===== config.mk =====
export PLATFORM = sky130hd
export DESIGN_NAME = priority_round_robin_scheduler_top
export DESIGN_NICKNAME = d
export VERILOG_FILES = /design/src/rtl/prrs_pkg.sv /design/src/rtl/prrs_link_file.sv /design/src/rtl/prrs_level_scan.sv /design/src/rtl/priority_round_robin_scheduler_top.sv
export SDC_FILE = /design/constraint.sdc
export NUM_CORES = 1
export LEC_CHECK = 0
export BUFFER_PORTS_ARGS = -buffer_cell sky130_fd_sc_hd__clkbuf_2
export CAP_MARGIN = 20
export CORE_MARGIN = 5
export CORE_UTILIZATION = 65
export CTS_BUF_LIST = sky130_fd_sc_hd__clkbuf_8
export DETAILED_ROUTE_END_ITERATION = 8
export PLACE_DENSITY = 0.87
export SLEW_MARGIN = 20
export SYNTH_ARGS = -nofsm -noshare
export SYNTH_HDL_FRONTEND = slang
export SYNTH_SLANG_ARGS = --single-unit

===== constraint.sdc =====
create_clock -name aclk -period 5.28 [get_ports aclk]
set_input_delay 0.264 -clock aclk [delete_from_list [all_inputs] [get_ports aclk]]
set_output_delay 0.264 -clock aclk [all_outputs]
set_load 0.01 [all_outputs]

===== src/rtl/prrs_pkg.sv =====
// shared types and constants of the priority round-robin scheduler
package prrs_pkg;

    localparam int NUM_TASKS  = 16;
    localparam int NUM_LEVELS = 8;
    localparam int TASK_W     = $clog2(NUM_TASKS);
    localparam int LVL_W      = $clog2(NUM_LEVELS);

    // command codes
    localparam logic [1:0] CMD_ACTIVATE = 2'd0;
    localparam logic [1:0] CMD_SUSPEND  = 2'd1;
    localparam logic [1:0] CMD_TICK     = 2'd2;

    // status codes
    localparam logic ST_DONE    = 1'b0;
    localparam logic ST_IGNORED = 1'b1;

    typedef logic [TASK_W-1:0] task_t;
    typedef logic [LVL_W-1:0]  level_t;

    // one task entry of the link file
    typedef struct packed {
        task_t  next;
        task_t  prev;
        level_t lvl;
    } link_t;

    // one write per field per cycle
    typedef struct packed {
        logic   next_we;
        task_t  next_addr;
        task_t  next_data;
        logic   prev_we;
        task_t  prev_addr;
        task_t  prev_data;
        logic   lvl_we;
        task_t  lvl_addr;
        level_t lvl_data;
    } link_wr_t;

    // answer of the level search unit
    typedef struct packed {
        logic   done;
        logic   found;
        level_t level;
    } scan_rsp_t;

endpackage


===== src/rtl/prrs_link_file.sv =====
// per-task ring links and level, one shared read address and one write per field
module prrs_link_file
    import prrs_pkg::*;
(
    input  logic     aclk,
    input  task_t    raddr,
    output link_t    rdata,
    input  link_wr_t wr
);

    task_t  next_mem [NUM_TASKS];
    task_t  prev_mem [NUM_TASKS];
    level_t lvl_mem  [NUM_TASKS];

    // field writes
    always_ff @(posedge aclk) begin
        if (wr.next_we) begin
            next_mem[wr.next_addr] <= wr.next_data;
        end
        if (wr.prev_we) begin
            prev_mem[wr.prev_addr] <= wr.prev_data;
        end
        if (wr.lvl_we) begin
            lvl_mem[wr.lvl_addr] <= wr.lvl_data;
        end
    end

    // single read port
    assign rdata.next = next_mem[raddr];
    assign rdata.prev = prev_mem[raddr];
    assign rdata.lvl  = lvl_mem[raddr];

endmodule


===== src/rtl/prrs_level_scan.sv =====
// iterative search for the highest non-empty level below a start level
module prrs_level_scan
    import prrs_pkg::*;
(
    input  logic                  aclk,
    input  logic                  aresetn,
    input  logic                  start,
    input  level_t                from_level,
    input  logic [NUM_LEVELS-1:0] nonempty,
    output scan_rsp_t             rsp
);

    logic   busy_reg, busy_next;
    level_t idx_reg, idx_next;
    level_t below;
    logic   at_bottom;
    logic   hit;

    // one level tested per cycle
    assign at_bottom = (idx_reg == '0);
    assign below     = idx_reg - level_t'(1);
    assign hit       = !at_bottom && nonempty[below];

    always_comb begin
        busy_next = busy_reg;
        idx_next  = idx_reg;
        if (start) begin
            busy_next = 1'b1;
            idx_next  = from_level;
        end else if (busy_reg) begin
            if (at_bottom || hit) begin
                busy_next = 1'b0;
            end else begin
                idx_next = below;
            end
        end
    end

    always_ff @(posedge aclk) begin
        if (!aresetn) begin
            busy_reg <= 1'b0;
        end else begin
            busy_reg <= busy_next;
        end
        idx_reg <= idx_next;
    end

    assign rsp.done  = busy_reg && (at_bottom || hit);
    assign rsp.found = hit;
    assign rsp.level = below;

endmodule


===== src/rtl/priority_round_robin_scheduler_top.sv =====
// Multilevel priority round-robin scheduler: one circular ready ring per level, higher
// level wins, timer ticks rotate the running level's ring. Each input word gives one
// result word. Words are handled one at a time by a small sequencer over a single-read
// link file. From acceptance an item passes S_START and S_FIN when it is ignored, a tick,
// an activation into an empty level, or a suspend that empties a level other than the
// running one. A suspend that leaves other tasks in its ring adds S_SUS1, and an
// activation appended to a non-empty ring adds S_ACT1 and S_ACT2. A suspend that empties
// the running level adds S_SCAN, where the level search unit walks down one level per
// cycle (at most NUM_LEVELS steps). A finished result sits in the output register; the
// block goes on only once it is free.
module priority_round_robin_scheduler_top
    import prrs_pkg::*;
(
    input  logic        aclk,
    input  logic        aresetn,
    input  logic        s_tvalid,
    output logic        s_tready,
    input  logic [15:0] s_tdata,   // command[1:0], task_id[5:2], priority_req[8:6], zeros
    output logic        m_tvalid,
    input  logic        m_tready,
    output logic [7:0]  m_tdata    // current_task[3:0], idle[4], switched[5], status[6], zero
);

    localparam logic [2:0] S_IDLE  = 3'd0;
    localparam logic [2:0] S_START = 3'd1;
    localparam logic [2:0] S_ACT1  = 3'd2;
    localparam logic [2:0] S_ACT2  = 3'd3;
    localparam logic [2:0] S_SUS1  = 3'd4;
    localparam logic [2:0] S_SCAN  = 3'd5;
    localparam logic [2:0] S_FIN   = 3'd6;

    logic [2:0]            state_reg, state_next;
    logic [1:0]            cmd_reg, cmd_next;
    task_t                 tid_reg, tid_next;
    level_t                pri_reg, pri_next;
    logic                  st_reg, st_next;
    logic                  was_idle_reg, was_idle_next;
    task_t                 was_task_reg, was_task_next;
    task_t                 h_reg, h_next;
    task_t                 tail_reg, tail_next;
    task_t                 nx_reg, nx_next;
    task_t                 pv_reg, pv_next;
    level_t                lv_reg, lv_next;
    logic [NUM_TASKS-1:0]  queued_reg, queued_next;
    logic [NUM_LEVELS-1:0] nonempty_reg, nonempty_next;
    level_t                cur_reg, cur_next;
    logic                  idle_reg, idle_next;
    logic                  m_valid_reg, m_valid_next;
    logic [7:0]            m_data_reg, m_data_next;

    task_t                 head_reg [NUM_LEVELS];
    logic                  head_we;
    level_t                head_waddr;
    task_t                 head_wdata;
    level_t                head_raddr;
    task_t                 head_rd;

    task_t                 link_raddr;
    link_t                 link_rd;
    link_wr_t              link_wr;

    logic                  scan_start;
    scan_rsp_t             scan_rsp;

    task_t                 now_task;
    logic                  sw;

    prrs_link_file u_link (
        .aclk  (aclk),
        .raddr (link_raddr),
        .rdata (link_rd),
        .wr    (link_wr)
    );

    prrs_level_scan u_scan (
        .aclk       (aclk),
        .aresetn    (aresetn),
        .start      (scan_start),
        .from_level (lv_next),
        .nonempty   (nonempty_reg),
        .rsp        (scan_rsp)
    );

    // ring head read port
    always_comb begin
        case (state_reg)
            S_ACT1:  head_raddr = pri_reg;
            S_SUS1:  head_raddr = lv_reg;
            default: head_raddr = cur_reg;
        endcase
    end
    assign head_rd = head_reg[head_raddr];

    // link file reads the suspended task, else the selected head
    assign link_raddr = (state_reg == S_START && cmd_reg == CMD_SUSPEND) ? tid_reg : head_rd;

    // result word fields
    assign now_task = idle_reg ? '0 : head_rd;
    assign sw = (was_idle_reg != idle_reg) || (!idle_reg && was_task_reg != now_task);

    // sequencer
    always_comb begin
        state_next    = state_reg;
        cmd_next      = cmd_reg;
        tid_next      = tid_reg;
        pri_next      = pri_reg;
        st_next       = st_reg;
        was_idle_next = was_idle_reg;
        was_task_next = was_task_reg;
        h_next        = h_reg;
        tail_next     = tail_reg;
        nx_next       = nx_reg;
        pv_next       = pv_reg;
        lv_next       = lv_reg;
        queued_next   = queued_reg;
        nonempty_next = nonempty_reg;
        cur_next      = cur_reg;
        idle_next     = idle_reg;
        m_valid_next  = m_valid_reg && !m_tready;
        m_data_next   = m_data_reg;
        head_we       = 1'b0;
        head_waddr    = cur_reg;
        head_wdata    = head_rd;
        link_wr       = '0;
        scan_start    = 1'b0;
        s_tready      = 1'b0;

        case (state_reg)
            S_IDLE: begin
                s_tready = 1'b1;
                if (s_tvalid) begin
                    cmd_next   = s_tdata[1:0];
                    tid_next   = s_tdata[5:2];
                    pri_next   = s_tdata[8:6];
                    state_next = S_START;
                end
            end

            S_START: begin
                was_idle_next = idle_reg;
                was_task_next = idle_reg ? '0 : head_rd;
                st_next       = ST_DONE;
                state_next    = S_FIN;
                case (cmd_reg)
                    CMD_ACTIVATE: begin
                        if (queued_reg[tid_reg]) begin
                            st_next = ST_IGNORED;
                        end else if (!nonempty_reg[pri_reg]) begin
                            // first task of an empty level rings to itself
                            head_we                = 1'b1;
                            head_waddr             = pri_reg;
                            head_wdata             = tid_reg;
                            link_wr.next_we        = 1'b1;
                            link_wr.next_addr      = tid_reg;
                            link_wr.next_data      = tid_reg;
                            link_wr.prev_we        = 1'b1;
                            link_wr.prev_addr      = tid_reg;
                            link_wr.prev_data      = tid_reg;
                            link_wr.lvl_we         = 1'b1;
                            link_wr.lvl_addr       = tid_reg;
                            link_wr.lvl_data       = pri_reg;
                            nonempty_next[pri_reg] = 1'b1;
                            queued_next[tid_reg]   = 1'b1;
                            if (idle_reg || pri_reg > cur_reg) begin
                                cur_next = pri_reg;
                            end
                            idle_next = 1'b0;
                        end else begin
                            state_next = S_ACT1;
                        end
                    end
                    CMD_SUSPEND: begin
                        if (!queued_reg[tid_reg]) begin
                            st_next = ST_IGNORED;
                        end else begin
                            queued_next[tid_reg] = 1'b0;
                            lv_next = link_rd.lvl;
                            nx_next = link_rd.next;
                            pv_next = link_rd.prev;
                            if (link_rd.next == tid_reg) begin
                                // last task of its level
                                nonempty_next[link_rd.lvl] = 1'b0;
                                if (!idle_reg && link_rd.lvl == cur_reg) begin
                                    scan_start = 1'b1;
                                    state_next = S_SCAN;
                                end
                            end else begin
                                state_next = S_SUS1;
                            end
                        end
                    end
                    CMD_TICK: begin
                        if (!idle_reg) begin
                            head_we    = 1'b1;
                            head_waddr = cur_reg;
                            head_wdata = link_rd.next;
                        end
                    end
                    default: begin
                        st_next = ST_IGNORED;
                    end
                endcase
            end

            S_ACT1: begin
                // new task goes between tail and head
                h_next            = head_rd;
                tail_next         = link_rd.prev;
                link_wr.next_we   = 1'b1;
                link_wr.next_addr = tid_reg;
                link_wr.next_data = head_rd;
                link_wr.prev_we   = 1'b1;
                link_wr.prev_addr = tid_reg;
                link_wr.prev_data = link_rd.prev;
                link_wr.lvl_we    = 1'b1;
                link_wr.lvl_addr  = tid_reg;
                link_wr.lvl_data  = pri_reg;
                state_next        = S_ACT2;
            end

            S_ACT2: begin
                link_wr.next_we      = 1'b1;
                link_wr.next_addr    = tail_reg;
                link_wr.next_data    = tid_reg;
                link_wr.prev_we      = 1'b1;
                link_wr.prev_addr    = h_reg;
                link_wr.prev_data    = tid_reg;
                queued_next[tid_reg] = 1'b1;
                if (idle_reg || pri_reg > cur_reg) begin
                    cur_next = pri_reg;
                end
                idle_next  = 1'b0;
                state_next = S_FIN;
            end

            S_SUS1: begin
                // unlink, and move the head on if it was the removed task
                if (head_rd == tid_reg) begin
                    head_we    = 1'b1;
                    head_waddr = lv_reg;
                    head_wdata = nx_reg;
                end
                link_wr.next_we   = 1'b1;
                link_wr.next_addr = pv_reg;
                link_wr.next_data = nx_reg;
                link_wr.prev_we   = 1'b1;
                link_wr.prev_addr = nx_reg;
                link_wr.prev_data = pv_reg;
                state_next        = S_FIN;
            end

            S_SCAN: begin
                if (scan_rsp.done) begin
                    if (scan_rsp.found) begin
                        cur_next = scan_rsp.level;
                    end else begin
                        idle_next = 1'b1;
                    end
                    state_next = S_FIN;
                end
            end

            S_FIN: begin
                if (!m_valid_reg || m_tready) begin
                    m_valid_next = 1'b1;
                    m_data_next  = {1'b0, st_reg, sw, idle_reg, now_task};
                    state_next   = S_IDLE;
                end
            end

            default: begin
                state_next = S_IDLE;
            end
        endcase
    end

    // control and payload registers
    always_ff @(posedge aclk) begin
        if (!aresetn) begin
            state_reg    <= S_IDLE;
            queued_reg   <= '0;
            nonempty_reg <= '0;
            cur_reg      <= '0;
            idle_reg     <= 1'b1;
            m_valid_reg  <= 1'b0;
        end else begin
            state_reg    <= state_next;
            queued_reg   <= queued_next;
            nonempty_reg <= nonempty_next;
            cur_reg      <= cur_next;
            idle_reg     <= idle_next;
            m_valid_reg  <= m_valid_next;
        end
        cmd_reg      <= cmd_next;
        tid_reg      <= tid_next;
        pri_reg      <= pri_next;
        st_reg       <= st_next;
        was_idle_reg <= was_idle_next;
        was_task_reg <= was_task_next;
        h_reg        <= h_next;
        tail_reg     <= tail_next;
        nx_reg       <= nx_next;
        pv_reg       <= pv_next;
        lv_reg       <= lv_next;
        m_data_reg   <= m_data_next;
    end

    // ring heads
    always_ff @(posedge aclk) begin
        if (head_we) begin
            head_reg[head_waddr] <= head_wdata;
        end
    end

    assign m_tvalid = m_valid_reg;
    assign m_tdata  = m_data_reg;

endmodule


==> impl_results.md <==
- Syn nets: approximately 1400
- Final worst-path cycle share: ~96%
- Crit. End Element: flop
- Vias in the first global route: roughly 11000
- Worst EP required: approximately 5.6 ns
- Share of layout cells above drive strength 1: between 10% and 20%
- DRC viols: 0
- Cell Rows: 54
- Post-Syn Area per Cell: about 11 sq um
- Arrival time worst endpoint: 5.36 ns
- Max_cap viols: 0
- FMAX: 198 MHz
- Die H: 160 um
- Synth top area cells: edfxtp_1, dfxtp_1, nand2_1
- Clock sink total: 285
- Vias post-DR: approximately 11000
- Post-synth top cells: edfxtp_1, nand2_1, nor2_1
- Actual slew at the worst max-slew pin: 1.04 ns
- Layout area overhead: 9.67%
- Vias per cell: 6.86
- Worst Skew: ~0.030 ns
- Die area: roughly 26000 sq um
- Final Hold Fails: 0
- ANT cells: 0
- Synth warnings: 0
- Distinct cell type count after synthesis: between 70 and 80
- Worst setup path category: flop to flop
- Biggest regs: u_link.next_mem (64), u_link.prev_mem (64), u_link.lvl_mem (48)
- Tmin final: 5.05 ns
- CTS max path bufs: 3
- Global-route usage over all layers: between 20% and 30%
- Setup TNS: 0 ns
- Worst-Skew Late Latency: between 0.5 and 0.6 ns
- Placed cell area: ~15000 sq um
- GP Congestion: just under 1
- Initial Utilization: between 60% and 70%
- Drt first pass iters: 7
- Total grt overflow: 0
- Die width: about 160 um
- CTS root buffer: clkbuf_8
- H-Tree Depth: 2
- Post-Layout Inst Area: approximately 16000 sq um
- Initial antenna violation count: 0
- Asr flop ratio synth: 0%
- Syn Inst Count: between 1000 and 1500
- Clock transition at path regs: approximately 0.060 ns
- Io pins: 30
- #FFs+latches synth: ~290
- Pins Over Slew Limit: 0
- Post-synth EDFFs: 249
- Post-DRT Antenna Nets: 0
- CTS tree: yes
- Worst Hold Class: primary input to flop
- TritonCTS Buffers: 46
- Final setup violation count: 0
- Startpoint Class: flop
- Status: complete, no violations
- Final nets: about 1400
- Drt total wl: ~38 mm
- Yosys top cell by area: edfxtp_1
- Crit Path Max Fanout: 19
- Most frequent cell after synthesis: edfxtp_1
- PortBufs: 21
- WL/cell: approximately 23 um
- Core area: approximately 22000 sq um
- Rel. slew slack: a little under a third
- DPL Wire Length: 25.4 mm
- Commonest register cell after synthesis: edfxtp_1
- Largest net degree at the start of global routing: 45
- Seq/Total Area, Yosys: a little under three fifths
- Hold_ws: 0.109 ns
- Initial DRC Count: around 1500
- Mapped Area: 14600 sq um
- Post-synth top area share: 51.3%
- First-pass GRT wire length: between 50 and 60 mm
## final cells by class
cell class                      count  area, sq um
Multi-Input combinational cell    925         5910
Clock inverter                     35          208
Fill cell                        1498         5970
Clock buffer                       47          647
Sequential cell                   285         8200
Inverter                           23         88.8
Tap cell                          280          350
Timing Repair Buffer               78          581
## final timing paths
| check | start | end | slack (ns) | cells after the start |
|---|---|---|---|---|
| min | m_tready | m_tvalid | 0.11 | 3 |
| max reg2reg | state_reg[1] | u_scan.idx_reg[1] | 0.23 | 13 |
| min reg2reg | st_reg | m_tdata[6] | 0.44 | 0 |
| max | state_reg[1] | u_scan.idx_reg[1] | 0.23 | 13 |
## layer usage
layer | up-vias | global-route usage (%) | part of all wire (%)
li1 | 5114 | - | -
met1 | 5505 | 38.1 | 37
met2 | 706 | 47.3 | 48
met3 | 148 | 5.88 | 10
met4 | 0 | 12.0 | 4.2
met5 | - | 0 | 0
## layout by cell type (no fill, tap or decap), types with 5 or more instances in the layout
cell,netlist,layout
mux2i_1,37,37
nand3_1,75,75
xnor2_1,14,14
a31oi_1,23,23
a211oi_1,23,23
clkinv_1,0,9
ha_1,5,5
o21ai_0,63,62
or3_1,5,5
mux2_2,18,18
edfxtp_1,249,249
a41oi_1,21,21
nand3b_1,7,7
nor2b_1,21,21
o22ai_1,8,8
a311oi_1,12,12
inv_1,21,35
clkbuf_2,0,21
clkinv_2,0,7
clkbuf_8,0,47
dfxtp_1,36,36
nor3_1,17,16
a221oi_1,12,12
nand4_1,13,13
buf_4,4,46
dlygate4sd3_1,0,9
nand2b_1,34,34
a21o_1,7,7
a21oi_1,45,45
and3_1,19,19
a221o_1,7,7
a22o_1,5,5
mux4_2,14,14
nand2_1,181,180
a222oi_1,7,7
and2_1,22,22
a21boi_0,14,14
o311a_1,6,6
nor2_1,106,105
o21bai_1,5,5
## timing repair
item / 4_1_cts / 5_1_grt
resized for setup: 0 / 5
setup endpoints to repair: 0 / 27
buffers inserted: 0 / 1
hold buffers: 9 / 0
endpoints found under the hold margin: 9 / 0
## per-stage QoR
| step | instances | utilization [%] | setup slack (ns) |
|---|---|---|---|
| detailed placement | 1581 | 68.4 | 0.101 |
| finish | 1673 | 72.8 | 0.230 |
| global route | 1673 | 72.8 | -0.00273 |
| floorplan | 1333 | - | 1.15 |
| global placement | 1581 | 68.4 | 0.323 |
| CTS | 1672 | 72.7 | 0.0156 |
## kinds of logic (layout without fill, tap and decap cells)
logic type                 after synthesis  count (layout)  synth area share, %
and+or+nand+nor                        521             521                 17.1
xor gates and xnor gates                15              15                0.901
muxes                                   73              73                 6.50
AOI/OAI and AO/OA                      310             310                 15.2
buffers and inverters                  123             183                 3.57
DFF                                    285             285                 56.2
adders and majority gates                5               5                0.429
other                                    1               1               0.0257
## worst max-delay path: stages (launching register included)
cell and delay, ns:
dfxtp_1 0.39, buf_4 0.24, or4b_4 0.51, o311a_4 0.21
nand2_1 0.21, mux2i_1 0.16, a2111oi_1 0.59, or3_1 0.49
mux4_2 0.60, mux2i_2 0.38, xnor2_1 0.19, o2111ai_1 0.17
nand4b_4 0.29, mux2_4 0.35
Power is not shown: default switching activity piles up to over one toggle a cycle in this logic, so the estimate is an artifact.
